===== config.mk =====
export PLATFORM = sky130hd
export DESIGN_NAME = rgbwa_scale
export DESIGN_NICKNAME = d
export VERILOG_FILES = /design/src/hdl/rgbwa_pkg.sv /design/src/hdl/rgbwa_scale.sv
export SDC_FILE = /design/constraint.sdc
export NUM_CORES = 2
export LEC_CHECK = 0
export ABC_AREA = 1
export BUFFER_PORTS_ARGS = -buffer_cell sky130_fd_sc_hd__buf_2
export CAP_MARGIN = 10
export CORE_ASPECT_RATIO = 1.1
export CORE_UTILIZATION = 27
export CTS_CLUSTER_DIAMETER = 150
export DETAILED_ROUTE_END_ITERATION = 10
export SLEW_MARGIN = 20
export SYNTH_ARGS = -nofsm -noshare
export SYNTH_HDL_FRONTEND = slang
export SYNTH_SLANG_ARGS = --single-unit

===== constraint.sdc =====
create_clock -name i_clk -period 7.3 [get_ports i_clk]
set_input_delay 0.73 -clock i_clk [delete_from_list [all_inputs] [get_ports i_clk]]
set_output_delay 0.73 -clock i_clk [all_outputs]
set_load 0.03 [all_outputs]

===== src/hdl/rgbwa_pkg.sv =====
// Shared types and constants of the RGB to RGBW/RGBWA splitter.
package rgbwa_pkg;

    localparam int CH_W    = 16;
    localparam int NUM_CH  = 3;
    localparam int NUM_OUT = 5;

    typedef enum logic [2:0] {
        REG_WHITE_RED   = 3'd0,
        REG_WHITE_GREEN = 3'd1,
        REG_WHITE_BLUE  = 3'd2,
        REG_AMBER_RED   = 3'd3,
        REG_AMBER_GREEN = 3'd4,
        REG_AMBER_BLUE  = 3'd5,
        REG_AMBER_EN    = 3'd6,
        REG_OUTPUT_MAX  = 3'd7
    } t_reg_idx;

    typedef struct packed {
        logic [CH_W-1:0] red_in;
        logic [CH_W-1:0] green_in;
        logic [CH_W-1:0] blue_in;
    } t_pix_in;

    typedef struct packed {
        logic [CH_W-1:0] red_out;
        logic [CH_W-1:0] green_out;
        logic [CH_W-1:0] blue_out;
        logic [CH_W-1:0] white_out;
        logic [CH_W-1:0] amber_out;
    } t_pix_out;

    typedef struct packed {
        t_reg_idx        index;
        logic [CH_W-1:0] value;
    } t_cfg_wr;

    // Pipeline advance and the valid bit entering a pipeline section.
    typedef struct packed {
        logic en;
        logic vld;
    } t_pipe_ctl;

    localparam logic [CH_W-1:0] RST_WHITE_RED   = 16'd16384;
    localparam logic [CH_W-1:0] RST_WHITE_GREEN = 16'd16384;
    localparam logic [CH_W-1:0] RST_WHITE_BLUE  = 16'd16384;
    localparam logic [CH_W-1:0] RST_AMBER_RED   = 16'd16384;
    localparam logic [CH_W-1:0] RST_AMBER_GREEN = 16'd12288;
    localparam logic [CH_W-1:0] RST_AMBER_BLUE  = 16'd0;
    localparam logic            RST_AMBER_EN    = 1'b0;
    localparam logic [CH_W-1:0] RST_OUTPUT_MAX  = 16'd255;

endpackage


===== src/hdl/rgbwa_scale.sv =====
// Scales five values in 0..1.0 to 0..output_max with round half up, two stages.
module rgbwa_scale #(
    parameter int F = 15
) (
    input  logic                     i_clk,
    input  logic                     i_rst_n,
    input  rgbwa_pkg::t_pipe_ctl     i_ctl,
    input  logic [4:0][F:0]          i_x,
    input  logic [15:0]              i_omax,
    output logic                     o_vld,
    output logic [4:0][15:0]         o_val
);

    localparam logic [F+16:0] HALF = (F+17)'(1) << (F-1);

    logic [1:0]            r_vld;
    logic [4:0]            r1_full;
    logic [4:0][F+15:0]    r1_prod;
    logic [4:0][15:0]      r2_val;
    logic [F+16:0]         sum [5];

    always_comb begin
        for (int l = 0; l < 5; l++) begin
            sum[l] = {1'b0, r1_prod[l]} + HALF;
        end
    end

    always_ff @(posedge i_clk) begin
        if (!i_rst_n) begin
            r_vld <= '0;
        end else if (i_ctl.en) begin
            r_vld <= {r_vld[0], i_ctl.vld};
        end
    end

    // Inputs never exceed 1.0, so the top bit alone marks full scale.
    always_ff @(posedge i_clk) begin
        if (i_ctl.en) begin
            for (int l = 0; l < 5; l++) begin
                r1_full[l] <= i_x[l][F];
                r1_prod[l] <= (F+16)'(i_x[l][F-1:0] * i_omax);
                r2_val[l]  <= r1_full[l] ? i_omax : sum[l][F+15:F];
            end
        end
    end

    assign o_vld = r_vld[1];
    assign o_val = r2_val;

endmodule


==> impl_results.md <==
* Run status: finished with violations
* Violated checks: DRC
* Layout area overhead at 7.91%
* GRT Util Overall at 0.165
* Antenna violations before repair at 37
* Post-synth top area share at 0.361
* Sequential fraction of the synthesis area at 0.104
* Wire length per cell at approximately 16 um
* Final wirelength at between 100000 and 150000 um
* Crit-path max FO at 66
* Max-slew headroom at 0.223
* R2R cell count at 3
* Clock Path Buffers at 2
* Initial DRC Count at 2675
* Nets at a little over 8k
* Setup ws final at 1170 ps
* Hold Vio Cnt, Final at 0
* Post-CTS resize count at 0
* Vias at about 40k
* Crit start category: input pin
* Fmax at 163 MHz
* Die W at 411 um
* Die height at 451 um
* Congestion Overflow GR at 0
* Placed insts at about 9.0k
* Synth area leader: fa_1
* Initial DRT Pass Iterations at 11
* Measured slew at the worst slew-check pin at around 1200 ps
* Ys Warns at 0
* Async SR Flop Fraction at 0
* CTS H-tree lvls at 4
* Net count of the mapped netlist at approximately 8k
* Clock-pin slew on the worst setup and hold paths at roughly 80 ps
* Final min period at 6130 ps
* Initial Utilization at 0.272
* Clock root buffer master: clkbuf_16
* Core Footprint at approximately 180000 um^2
* Final HPWL DP at 118000 um
* Mean post-synth cell area at 7.47 um^2
* CTS Hold Bufs at 0
* Post-Syn Instances at about 6.6k
* Placer Congestion at 0.902
* Crit share post-route at 0.839
* Setup_tns at 0 ps
* Count leader, synth: inv_1
* First-pass GRT wire length at 239000 um
* Synthesized flop and latch total at between 150 and 200
* Rows at around 160
* Hold depth at 1
* CP Data Required Time at 7610 ps
* Via density at about 4.5
* Top post-synthesis cells by area: fa_1, inv_1, nand2_1, ha_1, edfxtp_1
* Clock latency on the worst-skew pair at roughly 570 ps
* Post-synth EDFFs at 170
* Critical path class: in -> reg
* I/O pins at ~180
* Skew final at 19.9 ps
* Antenna-violating nets left at 0
* Dominant synthesized flop cell: edfxtp_1
* Final setup fails at 0
* Layout cells sized above 1 at 0.0472
* Die area at 185000 um^2
* Pin count of the biggest net entering global routing at between 100 and 150
* FILL cells at roughly 20k
* I/O Buffers at 180
* TritonCTS clock tree: done
* CP endpoint kind: register
* RSZ-0062 raised after global routing: no
* Finished Layout Cells at approximately 9.0k
* Num CTS Buffers at 17
* Max Slew Vio Count at 0
* Vias in the first global route at around 44k
* Yosys cell types at 35
* Mapped cell area at ~50000 um^2
* Max-cap violations at 0
* Setup WS pre-CTS at 640 ps
* Commonest cells in the synthesized netlist: inv_1, nand2_1, fa_1
* Worst hold-check path type: in -> reg
* Remaining DRCs at 20
* CTS sink cnt at roughly 170
* WP data arrival at 6440 ps
* Setup bufs post-CTS at 0
==> logic make-up (layout without fill, tap and decap cells) <==
kind of cell	after synthesis	after routing	share of synthesized area
buffers and inverters	2206	2180	0.167
other	0	8	0
XOR/XNOR	59	59	0.0104
AND/OR/NAND/NOR	2430	2430	0.196
flip-flops	172	172	0.104
adder cells (fa/ha/maj)	1360	1360	0.479
AO/OA/AOI/OAI	408	408	0.0441
==> layout by cell type (no fill, tap or decap), types with 5 or more instances in the layout <==
master and n:
a21o_1 12, a21oi_1 174, a31oi_1 9, buf_12 6, buf_2 163, buf_4 58
clkbuf_16 17, clkinv_1 6, diode_2 8, edfxtp_1 170, fa_1 895, ha_1 465
inv_1 1915, inv_6 5, nand2_1 1866, nand2_2 19, nand3_1 156, nand3b_1 6
nand4_1 35, nor2_1 249, nor2_2 22, nor2_4 7, nor3_1 57, o21a_1 7
o21ai_0 156, o21ai_1 10, o21bai_1 23, o22ai_1 14, xnor2_1 21, xor2_1 38
==> final timing paths <==
kind / start / end / slack [ps]
max: i_omax[3] / r1_prod[61] / 1170
max reg2reg: r1_full[4] / o_val[76] / 5290
min reg2reg: r_vld[0] / r_vld[1] / 490
min: i_x[47] / r1_full[2] / 340
==> flip-flops by register name, indices dropped and copies added, names as in the netlist <==
register,flops
o_val,80
r1_full,5
r1_prod,85
r_vld,2
==> stage by stage <==
| step | util | hold slack [ps] | cell area (um^2) |
|---|---|---|---|
| floorplan | - | 448 | 49600 |
| global placement | 0.291 | 460 | 52900 |
| detailed placement | 0.291 | 474 | 52900 |
| CTS | 0.294 | 287 | 53500 |
| global route | 0.294 | 313 | 53500 |
| finish | 0.294 | 342 | 53500 |
==> final cells by class <==
class	count	area [um^2]	share of cell area
multi-input combinational	4257	36100	0.676
clock buffer	19	433	0.00809
timing repair buffer	229	1410	0.0264
tap	2407	3010	0.0563
sequential	172	5140	0.0962
clock inverter	13	130	0.00243
inverter	1919	7200	0.135
antenna	8	20.0	0.000374
==> per-layer routing <==
layer | global-route usage | wire (um) | vias up
met5 | 0 | 177 | -
met4 | 0.0519 | 4030 | 30
met3 | 0.0272 | 8620 | 229
met2 | 0.297 | 74800 | 1064
met1 | 0.197 | 59300 | 20000
li1 | - | - | 19100
==> worst max-delay path: stages <==
cell and delay, ps:
buf_4 790, buf_4 360, nand2_1 100, fa_1 430
fa_1 490, inv_1 50, fa_1 550, fa_1 430
fa_1 490, inv_1 40, fa_1 470, inv_1 40
ha_1 360, nand2_1 120, nor2_1 230, inv_1 110
nor4_1 290, nand2_1 130, nand3b_1 100, nand2_1 50
Power is not shown: default switching activity piles up to over one toggle a cycle in this logic, so the estimate is an artifact.
