### src/hdl/rgbwa_pkg.sv
// Shared types and constants of the RGB to RGBW/RGBWA splitter.
package rgbwa_pkg;

    localparam int CH_W    = 16;
    localparam int NUM_CH  = 3;
    localparam int NUM_OUT = 5;

    typedef enum logic [2:0] {
        REG_WHITE_RED   = 3'd0,
        REG_WHITE_GREEN = 3'd1,
        REG_WHITE_BLUE  = 3'd2,
        REG_AMBER_RED   = 3'd3,
        REG_AMBER_GREEN = 3'd4,
        REG_AMBER_BLUE  = 3'd5,
        REG_AMBER_EN    = 3'd6,
        REG_OUTPUT_MAX  = 3'd7
    } t_reg_idx;

    typedef struct packed {
        logic [CH_W-1:0] red_in;
        logic [CH_W-1:0] green_in;
        logic [CH_W-1:0] blue_in;
    } t_pix_in;

    typedef struct packed {
        logic [CH_W-1:0] red_out;
        logic [CH_W-1:0] green_out;
        logic [CH_W-1:0] blue_out;
        logic [CH_W-1:0] white_out;
        logic [CH_W-1:0] amber_out;
    } t_pix_out;

    typedef struct packed {
        t_reg_idx        index;
        logic [CH_W-1:0] value;
    } t_cfg_wr;

    // Pipeline advance and the valid bit entering a pipeline section.
    typedef struct packed {
        logic en;
        logic vld;
    } t_pipe_ctl;

    localparam logic [CH_W-1:0] RST_WHITE_RED   = 16'd16384;
    localparam logic [CH_W-1:0] RST_WHITE_GREEN = 16'd16384;
    localparam logic [CH_W-1:0] RST_WHITE_BLUE  = 16'd16384;
    localparam logic [CH_W-1:0] RST_AMBER_RED   = 16'd16384;
    localparam logic [CH_W-1:0] RST_AMBER_GREEN = 16'd12288;
    localparam logic [CH_W-1:0] RST_AMBER_BLUE  = 16'd0;
    localparam logic            RST_AMBER_EN    = 1'b0;
    localparam logic [CH_W-1:0] RST_OUTPUT_MAX  = 16'd255;

endpackage

### src/hdl/rgbwa_sub.sv
// Fraction selection and subtraction of fraction times LED color, three stages.
module rgbwa_sub #(
    parameter int F  = 15,
    parameter int CW = 16,
    parameter int SW = 1
) (
    input  logic                     i_clk,
    input  logic                     i_rst_n,
    input  rgbwa_pkg::t_pipe_ctl     i_ctl,
    input  logic [2:0][F-1:0]        i_quo,
    input  logic [2:0]               i_ge,
    input  logic [2:0][CW-1:0]       i_ch,
    input  logic [2:0][15:0]         i_col,
    input  logic                     i_act,
    input  logic [SW-1:0]            i_side,
    output logic                     o_vld,
    output logic [2:0][CW-1:0]       o_ch,
    output logic [F:0]               o_frac,
    output logic [SW-1:0]            o_side
);

    localparam logic [F:0] ONE = {1'b1, {F{1'b0}}};

    logic [2:0]            has;
    logic [2:0][F:0]       ratio;
    logic [F:0]            sel_gb;
    logic [F:0]            sel_all;

    logic [2:0]            r_vld;
    logic [F:0]            r1_f;
    logic [2:0][CW-1:0]    r1_ch;
    logic [SW-1:0]         r1_side;
    logic [2:0][F+16:0]    r2_prod;
    logic [F:0]            r2_f;
    logic [2:0][CW-1:0]    r2_ch;
    logic [SW-1:0]         r2_side;
    logic [2:0][CW-1:0]    r3_ch;
    logic [F:0]            r3_f;
    logic [SW-1:0]         r3_side;

    // A ratio of 1.0 or more is held at 1.0; the selection keeps its result
    // under that clamp, so the final cap at 1.0 is already in place.
    always_comb begin
        for (int l = 0; l < 3; l++) begin
            has[l]   = i_col[l] != '0;
            ratio[l] = !has[l] ? '0 : (i_ge[l] ? ONE : {1'b0, i_quo[l]});
        end
        sel_gb  = (ratio[1] > ratio[2] && has[2]) ? ratio[2] : ratio[1];
        sel_all = (ratio[0] > sel_gb && (has[2] || has[1])) ? sel_gb : ratio[0];
    end

    always_ff @(posedge i_clk) begin
        if (!i_rst_n) begin
            r_vld <= '0;
        end else if (i_ctl.en) begin
            r_vld <= {r_vld[1:0], i_ctl.vld};
        end
    end

    always_ff @(posedge i_clk) begin
        if (i_ctl.en) begin
            r1_f    <= i_act ? sel_all : '0;
            r1_ch   <= i_ch;
            r1_side <= i_side;
            for (int l = 0; l < 3; l++) begin
                r2_prod[l] <= (F+17)'(r1_f * i_col[l]);
            end
            r2_f    <= r1_f;
            r2_ch   <= r1_ch;
            r2_side <= r1_side;
            for (int l = 0; l < 3; l++) begin
                r3_ch[l] <= (r2_ch[l] > CW'(r2_prod[l][F+15:F]))
                          ? CW'(r2_ch[l] - CW'(r2_prod[l][F+15:F])) : '0;
            end
            r3_f    <= r2_f;
            r3_side <= r2_side;
        end
    end

    assign o_vld  = r_vld[2];
    assign o_ch   = r3_ch;
    assign o_frac = r3_f;
    assign o_side = r3_side;

endmodule

### config.mk
export PLATFORM = sky130hd
export DESIGN_NAME = rgbwa_sub
export DESIGN_NICKNAME = d
export VERILOG_FILES = /design/src/hdl/rgbwa_pkg.sv /design/src/hdl/rgbwa_sub.sv
export SDC_FILE = /design/constraint.sdc
export NUM_CORES = 2
export LEC_CHECK = 0
export BUFFER_PORTS_ARGS = -buffer_cell sky130_fd_sc_hd__clkbuf_2
export CAP_MARGIN = 10
export CELL_PAD_IN_SITES_DETAIL_PLACEMENT = 1
export CELL_PAD_IN_SITES_GLOBAL_PLACEMENT = 1
export CORE_UTILIZATION = 30
export CTS_CLUSTER_DIAMETER = 100
export DETAILED_ROUTE_END_ITERATION = 10
export GPL_TIMING_DRIVEN = 0
export PLACE_DENSITY = 0.64
export SETUP_SLACK_MARGIN = 0.2
export SLEW_MARGIN = 20
export SYNTH_ARGS = -nofsm -noshare
export SYNTH_HDL_FRONTEND = slang
export SYNTH_SLANG_ARGS = --single-unit
### constraint.sdc
create_clock -name i_clk -period 6.2 [get_ports i_clk]
set_input_delay 0.62 -clock i_clk [delete_from_list [all_inputs] [get_ports i_clk]]
set_output_delay 0.62 -clock i_clk [all_outputs]
set_load 0.02 [all_outputs]
==> results.yml <==
synth:
  synth_top_family_by_area: "adder cells"
  syn_area_um2: 35230
  synth_cell_type_count: 68
  synth_ff_type: "edfxtp_1"
  synth.area.top_cells: "fa_1, edfxtp_1, ha_1"
  yosys_warnings: 0
  ys_seq_area_share_pct: 20.88
  synth.avg_cell_area_um2: 9.821
  synth_fp_nets: 4687
  synth_cells: 3587
  synth_fa_ha_area_share_pct: 46.08
  synthTopCellsByCount: "inv_1, fa_1, nand2_1"
  synth.most_common_cell: "inv_1"
  synth-compound-area-share_pct: 5.104
  synthSimpleGateAreaFrac_pct: 15.74
  yosysTopAreaCell: "fa_1"
  ys_async_sr_fraction_pct: 0
  ys_ff_latch: 246
  synth_edf_count: 243
  synthMuxAreaShare_pct: 0.7601
  synth_xor_area_share_pct: 1.815
  yosysTopAreaCellShare_pct: 32.90
drt:
  via_per_inst: 4.759
  routed_wl_mm: 114.2
  dr.pass1.iters: 5
  drc_errors: 0
  dr_total_vias: 26220
  drt_first_iter_violations: 1345
  wl_per_cell_um: 20.73
  antenna_left: 0
clocking:
  root_buffer: "clkbuf_16"
  clock_latency_ns: 0.58
  clock-sinks: 246
  htreeDepth: 2
  clock_path_buffers: 3
  clkTransAtPathRegs_ns: 0.06
  ctsHoldBuffers: 0
  cts_buffers: 34
  cts_tree: "done"
cells_and_area:
  fin_area_um2: 42380
  final_layout_size_suffix_gt1_share_pct: 17.06
  fin_nets: 5055
  finish.cell_count_without_fillers: 5508
  area_growth_pct: 20.29
sta:
  tns_ns: -2.144
  skew_ns: 0.01509
  rsz0062_at_grt: "true"
  maxSlewViolCount: 0
  worst_pin_slew_ns: 0.8521
  fin_crit_sh_pct: 103.0
  slew-limit-headroom_pct: 43.19
  worst_slack_ns: -0.1862
  finalCriticalPeriod_ns: 6.386
  timing.hold.ws_ns: 0.2177
  setup_viol: 25
  fmax_mhz: 156.6
  final_hold_viol_count: 0
worst_hold_path:
  min-delay-start: "i_ch[1]"
  hold_depth: 1
  hold_path_end: "r1_ch[1]"
  hp-class: "in2reg"
global_routing:
  grt_pass1_vias: 29070
  antenna_found_initial: 10
  grt_max_degree: 86
  grt_remaining_overflow: 0
  grt_use_total_pct: 19.44
  grt_pass1_wl_mm: 173.0
worst_setup_path:
  rr_startpoint: "r1_f[5]"
  cp_cell_sequence: "buf_6, clkbuf_16, and2_4, fa_1, inv_1, fa_1, fa_2, fa_1, inv_2, fa_1, inv_1, fa_1, inv_2, ha_4, a211oi_4, o21ai_2, a31oi_4, o21ai_4, a221o_1, a31o_4, a21oi_4, o21bai_1, xor2_1"
  crit_type: "reg2reg"
  crit_required_ns: 6.51
  cpMostUsedCell: "fa_1"
  cpPeakStageDelay_ns: 0.55
  ff2ff_setup_slack_ns: -0.19
  end_kind: "flip-flop"
  start_kind: "flip-flop"
  worstPathMaxFanout: 6
  cp_top_family: "adder cells"
  r2r_cells: 23
  cp_slowest_cell: "fa_1"
  critPathBufInv: 6
  timing.rr.end: "r2_prod[56]"
  cp.arrival_ns: 6.70
run_status:
  status: "finished with violations"
  violations: "setup timing"
floorplan:
  die_h_um: 344.7
  design.core.area_um2: 116400
  start_util_pct: 30.28
  die_w_um: 344.7
  pin_count: 216
  row_count: 125
  die-area_um2: 118800
place:
  globalplace.congestion: 0.8785
  dpl.cell_count: 5321
  place_area_um2: 38420
  hpwlAfterDp_mm: 89.25
  io_buffers: 206
flow_run:
  drv_cap: 0
## stage by stage
stage                     worst slack [ns]  util (%)
final                              -0.1862     36.42
after global routing               -0.3567     36.41
after CTS                          -0.2510     35.79
after detailed placement            -1.991     33.02
after global placement              -2.200     32.93
after floorplan                     0.1487         -
## logic make-up (layout without fill, tap and decap cells)
group | after synthesis | after routing
and+or+nand+nor | 1128 | 1128
DFF | 246 | 246
xor gates and xnor gates | 73 | 73
muxes | 25 | 25
other | 0 | 5
AOI/OAI and AO/OA | 268 | 268
adders and majority gates | 950 | 950
buffers and inverters | 897 | 1289
## final cells by class
| type | count | area (um^2) |
|---|---|---|
| fillers | 13310 | 73980 |
| well taps | 1524 | 1907 |
| plain buffers | 150 | 1534 |
| clock inverters | 21 | 196.4 |
| diodes | 5 | 12.51 |
| flip-flops and latches | 246 | 7357 |
| repair buffers | 332 | 2257 |
| clock buffers | 39 | 890.9 |
| inverters | 747 | 2804 |
| multi-input cells | 2444 | 25420 |
## worst reg2reg max path: stages (launching register included)
cell and delay, ns:
edfxtp_1 0.53, buf_6 0.19, clkbuf_16 0.14, and2_4 0.14, fa_1 0.55, inv_1 0.05, fa_1 0.51, fa_2 0.45
fa_1 0.55, inv_2 0.05, fa_1 0.48, inv_1 0.06, fa_1 0.50, inv_2 0.05, ha_4 0.16, a211oi_4 0.17
o21ai_2 0.13, a31oi_4 0.19, o21ai_4 0.11, a221o_1 0.39, a31o_4 0.29, a21oi_4 0.17, o21bai_1 0.10, xor2_1 0.17
## cells in the final DEF, fill, tap and decap left out, types with 12 or more instances in the layout
cell type  count
inv_1        731
fa_1         557
nand2_1      479
ha_1         353
and2_1       346
edfxtp_1     243
clkbuf_2     240
nor2_1        89
buf_4         82
a21oi_1       65
clkbuf_16     54
xnor2_1       49
buf_6         45
nor3_1        36
clkbuf_1      33
a21o_1        32
clkbuf_8      30
nand4_1       28
o21ai_0       28
o21a_1        28
nor2b_1       27
and3_1        25
fa_2          22
xor2_1        18
ha_4          17
inv_2         16
mux2_2        14
nand3_1       14
clkbuf_4      13
nor4_1        13
buf_8         12
o21bai_1      12
## per-layer routing
metal	track usage [%]	vias to the layer above	wire length, um
li1	-	11880	-
met1	26.09	13560	50900
met2	32.16	613	53670
met3	3.188	154	6439
met4	5.586	8	3105
met5	0	-	46
## worst max-delay path by stage
stage | depth (start not counted) | startpoint | slack (ns) | end
2_1_floorplan | 22 | i_col[39] | 0.15 | r2_prod[94]
3_3_place_gp | 21 | r1_f[15] | -2.20 | r2_prod[94]
3_5_place_dp | 20 | r1_f[8] | -1.99 | r2_prod[94]
4_1_cts | 21 | r1_f[7] | -0.25 | r2_prod[94]
5_1_grt | 22 | r1_f[10] | -0.36 | r2_prod[56]
6_report | 23 | r1_f[5] | -0.19 | r2_prod[56]
## sequential cells by signal, indices dropped and copies added, names as in the netlist
name,count
o_ch,48
o_frac,16
o_side,1
r1_ch,48
r1_f,16
r1_side,1
r2_ch,48
r2_f,16
r2_prod,48
r2_side,1
r_vld,3
## repair_timing
action	CTS	global route
gates cloned	1	1
setup buffers	86	34
setup endpoints to repair	64	60
pin swaps	91	80
resized for setup	343	135
Power is left out: the tool's default activity adds up to more than one toggle a clock period on the data nets, which glitch-free logic cannot reach.
