==> src/hdl/rgbwa_pkg.sv <==
// Shared types and constants of the RGB to RGBW/RGBWA splitter.
package rgbwa_pkg;

    localparam int CH_W    = 16;
    localparam int NUM_CH  = 3;
    localparam int NUM_OUT = 5;

    typedef enum logic [2:0] {
        REG_WHITE_RED   = 3'd0,
        REG_WHITE_GREEN = 3'd1,
        REG_WHITE_BLUE  = 3'd2,
        REG_AMBER_RED   = 3'd3,
        REG_AMBER_GREEN = 3'd4,
        REG_AMBER_BLUE  = 3'd5,
        REG_AMBER_EN    = 3'd6,
        REG_OUTPUT_MAX  = 3'd7
    } t_reg_idx;

    typedef struct packed {
        logic [CH_W-1:0] red_in;
        logic [CH_W-1:0] green_in;
        logic [CH_W-1:0] blue_in;
    } t_pix_in;

    typedef struct packed {
        logic [CH_W-1:0] red_out;
        logic [CH_W-1:0] green_out;
        logic [CH_W-1:0] blue_out;
        logic [CH_W-1:0] white_out;
        logic [CH_W-1:0] amber_out;
    } t_pix_out;

    typedef struct packed {
        t_reg_idx        index;
        logic [CH_W-1:0] value;
    } t_cfg_wr;

    // Pipeline advance and the valid bit entering a pipeline section.
    typedef struct packed {
        logic en;
        logic vld;
    } t_pipe_ctl;

    localparam logic [CH_W-1:0] RST_WHITE_RED   = 16'd16384;
    localparam logic [CH_W-1:0] RST_WHITE_GREEN = 16'd16384;
    localparam logic [CH_W-1:0] RST_WHITE_BLUE  = 16'd16384;
    localparam logic [CH_W-1:0] RST_AMBER_RED   = 16'd16384;
    localparam logic [CH_W-1:0] RST_AMBER_GREEN = 16'd12288;
    localparam logic [CH_W-1:0] RST_AMBER_BLUE  = 16'd0;
    localparam logic            RST_AMBER_EN    = 1'b0;
    localparam logic [CH_W-1:0] RST_OUTPUT_MAX  = 16'd255;

endpackage

==> src/hdl/rgbwa_div.sv <==
// Three-lane pipelined restoring divider, one quotient bit per stage.
module rgbwa_div #(
    parameter int NB = 15,
    parameter int DW = 16,
    parameter int SW = 1
) (
    input  logic                       i_clk,
    input  logic                       i_rst_n,
    input  rgbwa_pkg::t_pipe_ctl       i_ctl,
    input  logic [2:0][DW-1:0]         i_den,
    input  logic [2:0][DW-1:0]         i_rem,
    input  logic [2:0][NB-1:0]         i_num,
    input  logic [SW-1:0]              i_side,
    output logic                       o_vld,
    output logic [2:0][NB-1:0]         o_quo,
    output logic [SW-1:0]              o_side
);

    logic [NB:0]               r_vld;
    logic [2:0][DW-1:0]        r_rem  [NB+1];
    logic [2:0][NB-1:0]        r_num  [NB+1];
    logic [2:0][NB-1:0]        r_quo  [NB+1];
    logic [SW-1:0]             r_side [NB+1];

    logic [2:0][DW-1:0]        n_rem  [NB];
    logic [2:0][NB-1:0]        n_num  [NB];
    logic [2:0][NB-1:0]        n_quo  [NB];

    // The partial remainder always stays below the divisor, so it fits DW bits.
    always_comb begin
        logic [DW:0] v_trial;
        logic        v_take;
        for (int s = 0; s < NB; s++) begin
            for (int l = 0; l < 3; l++) begin
                v_trial = {r_rem[s][l], r_num[s][l][NB-1]};
                v_take  = v_trial >= {1'b0, i_den[l]};
                n_rem[s][l] = v_take ? DW'(v_trial - {1'b0, i_den[l]}) : v_trial[DW-1:0];
                n_num[s][l] = r_num[s][l] << 1;
                n_quo[s][l] = {r_quo[s][l][NB-2:0], v_take};
            end
        end
    end

    always_ff @(posedge i_clk) begin
        if (!i_rst_n) begin
            r_vld <= '0;
        end else if (i_ctl.en) begin
            r_vld <= {r_vld[NB-1:0], i_ctl.vld};
        end
    end

    always_ff @(posedge i_clk) begin
        if (i_ctl.en) begin
            r_rem[0]  <= i_rem;
            r_num[0]  <= i_num;
            r_quo[0]  <= '0;
            r_side[0] <= i_side;
            for (int s = 0; s < NB; s++) begin
                r_rem[s+1]  <= n_rem[s];
                r_num[s+1]  <= n_num[s];
                r_quo[s+1]  <= n_quo[s];
                r_side[s+1] <= r_side[s];
            end
        end
    end

    assign o_vld  = r_vld[NB];
    assign o_quo  = r_quo[NB];
    assign o_side = r_side[NB];

endmodule

==> config.mk <==
export PLATFORM = sky130hd
export DESIGN_NAME = rgbwa_div
export DESIGN_NICKNAME = d
export VERILOG_FILES = /design/src/hdl/rgbwa_pkg.sv /design/src/hdl/rgbwa_div.sv
export SDC_FILE = /design/constraint.sdc
export NUM_CORES = 2
export LEC_CHECK = 0
export BUFFER_PORTS_ARGS = -buffer_cell sky130_fd_sc_hd__buf_2
export CAP_MARGIN = 20
export CORE_ASPECT_RATIO = 1.75
export CORE_MARGIN = 3
export CORE_UTILIZATION = 58
export DETAILED_ROUTE_END_ITERATION = 10
export GPL_TIMING_DRIVEN = 0
export PLACE_DENSITY = 0.8
export SYNTH_ARGS = -nofsm -noshare
export SYNTH_HDL_FRONTEND = slang
export SYNTH_SLANG_ARGS = --single-unit
==> constraint.sdc <==
create_clock -name i_clk -period 3.65 [get_ports i_clk]
set_input_delay 0.365 -clock i_clk [delete_from_list [all_inputs] [get_ports i_clk]]
set_output_delay 0.365 -clock i_clk [all_outputs]
set_load 0.01 [all_outputs]
==> parameters.txt <==
Parameter                              Value

Yosys
  Yosys top cell area share ... 0.522
  Netlist cell types ... 90
  Proportion of synthesized flip-flops having asynchronous set or reset ... 0
  Share of synthesized area occupied by flip-flops and latches ... 0.526
  Top post-synthesis cells by count ... sky130_fd_sc_hd__edfxtp_1 (1456), sky130_fd_sc_hd__ha_1 (720), sky130_fd_sc_hd__nor2_1 (468), sky130_fd_sc_hd__a21oi_1 (416), sky130_fd_sc_hd__mux2_2 (380)
  Synthesized instance count ... 6872
  Synthesized area per cell ... 12.2 sq um
  Area of the mapped netlist ... 83700 sq um
  Syn Nets ... 7780
  Number of synthesis warnings ... 0
  Synthesis-stage register bit count ... 1472
  Synth area leaders ... sky130_fd_sc_hd__edfxtp_1 (52%), sky130_fd_sc_hd__ha_1 (11%), sky130_fd_sc_hd__mux2_2 (5.1%)
  Most common cell in the netlist ... sky130_fd_sc_hd__edfxtp_1
  Ys flop type ... sky130_fd_sc_hd__edfxtp_1
  Number of enable-type register cells in the synthesized netlist ... 1456
  Area leader, netlist ... sky130_fd_sc_hd__edfxtp_1

Clock tree
  Max clock buf depth ... 3
  Worst-skew pair later-pin latency ... 0.78 ns
  Clock input transition at the sequential cells of the worst setup and hold paths ... 0.07 ns
  H-Tree Depth ... 4
  Clock tree from TritonCTS ... yes
  # clock sinks ... 1472
  CTS Buf Count ... 138
  Clock Tree Root ... sky130_fd_sc_hd__clkbuf_16

Power and ir drop
  VDD IR-drop max ... 0.495 mV
  Pwr/cell area ... between 800 and 900 nW/um^2
  Leakage power ... 36.8 nW

Global route
  Via count of the first global-routing pass ... approximately 60000
  Met2 Track Usage GR ... 0.489
  Global-route wire length before repair ... 304 mm
  M3 GR Usage ... 0.0367
  Busiest grt layer ... met2
  All-layer global routing usage ... 0.257
  Largest net degree at the start of global routing ... roughly 190
  Sum of overflow across all layers after global routing ... 0
  Fraction of met1 tracks used by global routing ... 0.265
  Number of antenna violations at the first check in global routing ... 2

Timing
  Post-route clock skew ... 0.0283 ns
  Number of slew-limit violations in the final report ... 0
  Setup TNS ... 0 ns
  Worst Max-Slew Pin Slew ... 1.09 ns
  Tightest slew margin relative to the limit ... 0.273
  Unrepaired setup endpoints after global routing ... false
  Total count of hold-check failures in the final report ... 0
  Final cycle utilization of the critical path ... 0.973
  Setup Viol. Count Final ... 0
  Clock period minus final worst setup slack ... 3.55 ns
  Max Fclk ... about 280 MHz
  Setup WS post-layout ... between 0.09 and 0.1 ns

Detailed routing
  Post-detailed-route via-to-cell ratio ... 6.14
  First-pass iteration count of the detailed router ... 8
  Detailed Route WL ... 192 mm
  Number of vias in the routed layout ... about 57000
  Post-route antenna net violation count ... 0
  Average detailed-routed wire length per instance ... 20.6 um
  Detailed Route Iter0 Violations ... 3398
  DRC viols ... 0

Layout
  Area growth from synthesis to final layout ... 12.2%
  Post-Layout Inst Area ... around 94000 sq um
  Number of nets at the end of the flow ... 8280
  Share of layout cells above drive strength 1 ... 0.136
  Number of filler instances in the final layout ... 10500
  Number of standard cells in the final layout excluding fillers ... just over 9000

Place
  Port Buffer Count ... 192
  Estimated wirelength of the detail-placed design ... between 100 and 150 mm
  Number of placed instances, taps included ... 8942
  Cell area after placement ... 87800 sq um
  Placer Congestion ... 0.927
  Worst setup timing slack at the placement stage ... -1.83 ns

Critical path
  Kind of critical path ... reg2reg
  Cell with the biggest individual delay on the critical path ... sky130_fd_sc_hd__a2111oi_1
  Most prevalent standard cell on the critical path ... sky130_fd_sc_hd__o21ai_0
  Maximum fanout along the worst path ... 10
  Critical path startpoint category ... flip-flop
  Longest individual stage delay on the worst path ... 0.42 ns
  Crit path buffers/inverters ... 1
  Required time of the critical path ... 4.17 ns
  Data arrival time at the worst-slack endpoint ... 4.07 ns
  Capturing element type of the critical path ... flip-flop
  Cell chain of the critical path ... ha_1, a2111oi_1, o21ai_0, nand2b_1, o21ai_0, a211o_1, a31o_2, a31oi_4, buf_4, mux2_2
  Dominant delay contributor by cell family on the critical path ... compound AO/OA/AOI/OAI gates

Status
  Run status ... completed

Floorplan
  Number of placed I/O pins ... 193
  Floorplan die width ... just under 300 um
  Core ar. ... about 140000 sq um
  Die ar. ... 149000 sq um
  Placement row count ... between 150 and 200
  Effective utilization at floorplan ... 0.587
  Height of the chip ... 509 um

Min path
  Path category of the worst min-delay check ... in2reg

Run
  Maxcap violations ... 0
registers in the layout, summed over array words and instances (netlist names):
name / flops
r_side: 16
r_quo: 360
r_vld: 16
r_rem: 720
r_num: 360
area by class of cell:
cell class / count / area, sq um / area share
Buffer: 95 / 494 / 0.00526
Antenna cell: 1 / 2.50 / 0.0000266
Inverter: 302 / 1170 / 0.0124
Timing Repair Buffer: 361 / 3080 / 0.0328
Tap cell: 1850 / 2310 / 0.0246
Multi-Input combinational cell: 5002 / 38200 / 0.407
Clock inverter: 93 / 1040 / 0.0111
Clock buffer: 154 / 3560 / 0.0379
Sequential cell: 1472 / 44000 / 0.469
stage by stage:
| stage | util | hold slack, ns | total power, mW |
|---|---|---|---|
| 3_3_place_gp | 0.610 | 0.400 | 64.3 |
| 6_report | 0.659 | 0.276 | 80.6 |
| 3_5_place_dp | 0.615 | 0.405 | 65.0 |
| 2_1_floorplan | - | 0.400 | 55.8 |
| 5_1_grt | 0.659 | 0.245 | 85.7 |
| 4_1_cts | 0.657 | 0.217 | 80.4 |
worst min-delay path: stages:
cell,delay [ns]
sky130_fd_sc_hd__buf_6,0.24
sky130_fd_sc_hd__fa_1,0.21
sky130_fd_sc_hd__a21oi_1,0.06
cells by family (layout without fill, tap and decap cells):
kind of cell               after synthesis  count (layout)  share of synthesized area
AOI/OAI and AO/OA                     1606            1606                      0.125
xor gates and xnor gates               455             455                     0.0476
adders and majority gates              762             762                      0.118
buffers and inverters                  398            1005                     0.0191
DFF                                   1472            1472                      0.526
muxes                                  498             498                     0.0661
other                                    0               1                          0
and+or+nand+nor                       1681            1681                     0.0986
metal layers:
layer	up-vias	part of all wire
met5	-	0
li1	27300	-
met4	0	0.062
met2	1700	0.54
met3	610	0.044
met1	27700	0.36
placed cells by master, fill, tap and decap left out, types with 142 or more instances in the layout:
| master | instances |
|---|---|
| sky130_fd_sc_hd__a21o_1 | 181 |
| sky130_fd_sc_hd__nand2_1 | 377 |
| sky130_fd_sc_hd__ha_1 | 720 |
| sky130_fd_sc_hd__inv_1 | 293 |
| sky130_fd_sc_hd__a21oi_1 | 412 |
| sky130_fd_sc_hd__buf_2 | 206 |
| sky130_fd_sc_hd__xor2_1 | 142 |
| sky130_fd_sc_hd__nor2_1 | 467 |
| sky130_fd_sc_hd__o21ai_0 | 347 |
| sky130_fd_sc_hd__nor2b_1 | 143 |
| sky130_fd_sc_hd__edfxtp_1 | 1456 |
| sky130_fd_sc_hd__mux2_2 | 380 |
| sky130_fd_sc_hd__nor3_1 | 145 |
| sky130_fd_sc_hd__xnor2_1 | 313 |
path summary, 6_finish.rpt:
kind                            cells past startpoint          start  slack (ns)       endpoint
worst max register to register                     10  r_rem[1][199]         0.1  r_rem[1][249]
worst min register to register                      0   r_num[0][82]        0.41  r_num[0][128]
worst max-delay path                               10  r_rem[1][199]         0.1  r_rem[1][249]
worst min-delay path                                3      i_den[33]        0.28  r_rem[0][177]
power breakdown:
part	total (mW)	internal (mW)	switching, mW
Sequential	28.0	25.6	2.41
Clock	14.7	8.19	6.52
Combinational	37.9	17.4	20.5
what timing repair did:
item	in CTS	in global routing
cloned	0	0
gates resized for setup	25	55
endpoints found under the setup margin	604	205
hold buffers	97	0
setup buffers	30	13
endpoints found under the hold margin	130	0
pin swaps	10	2
Note: power is estimated with default switching activity, not from simulation.
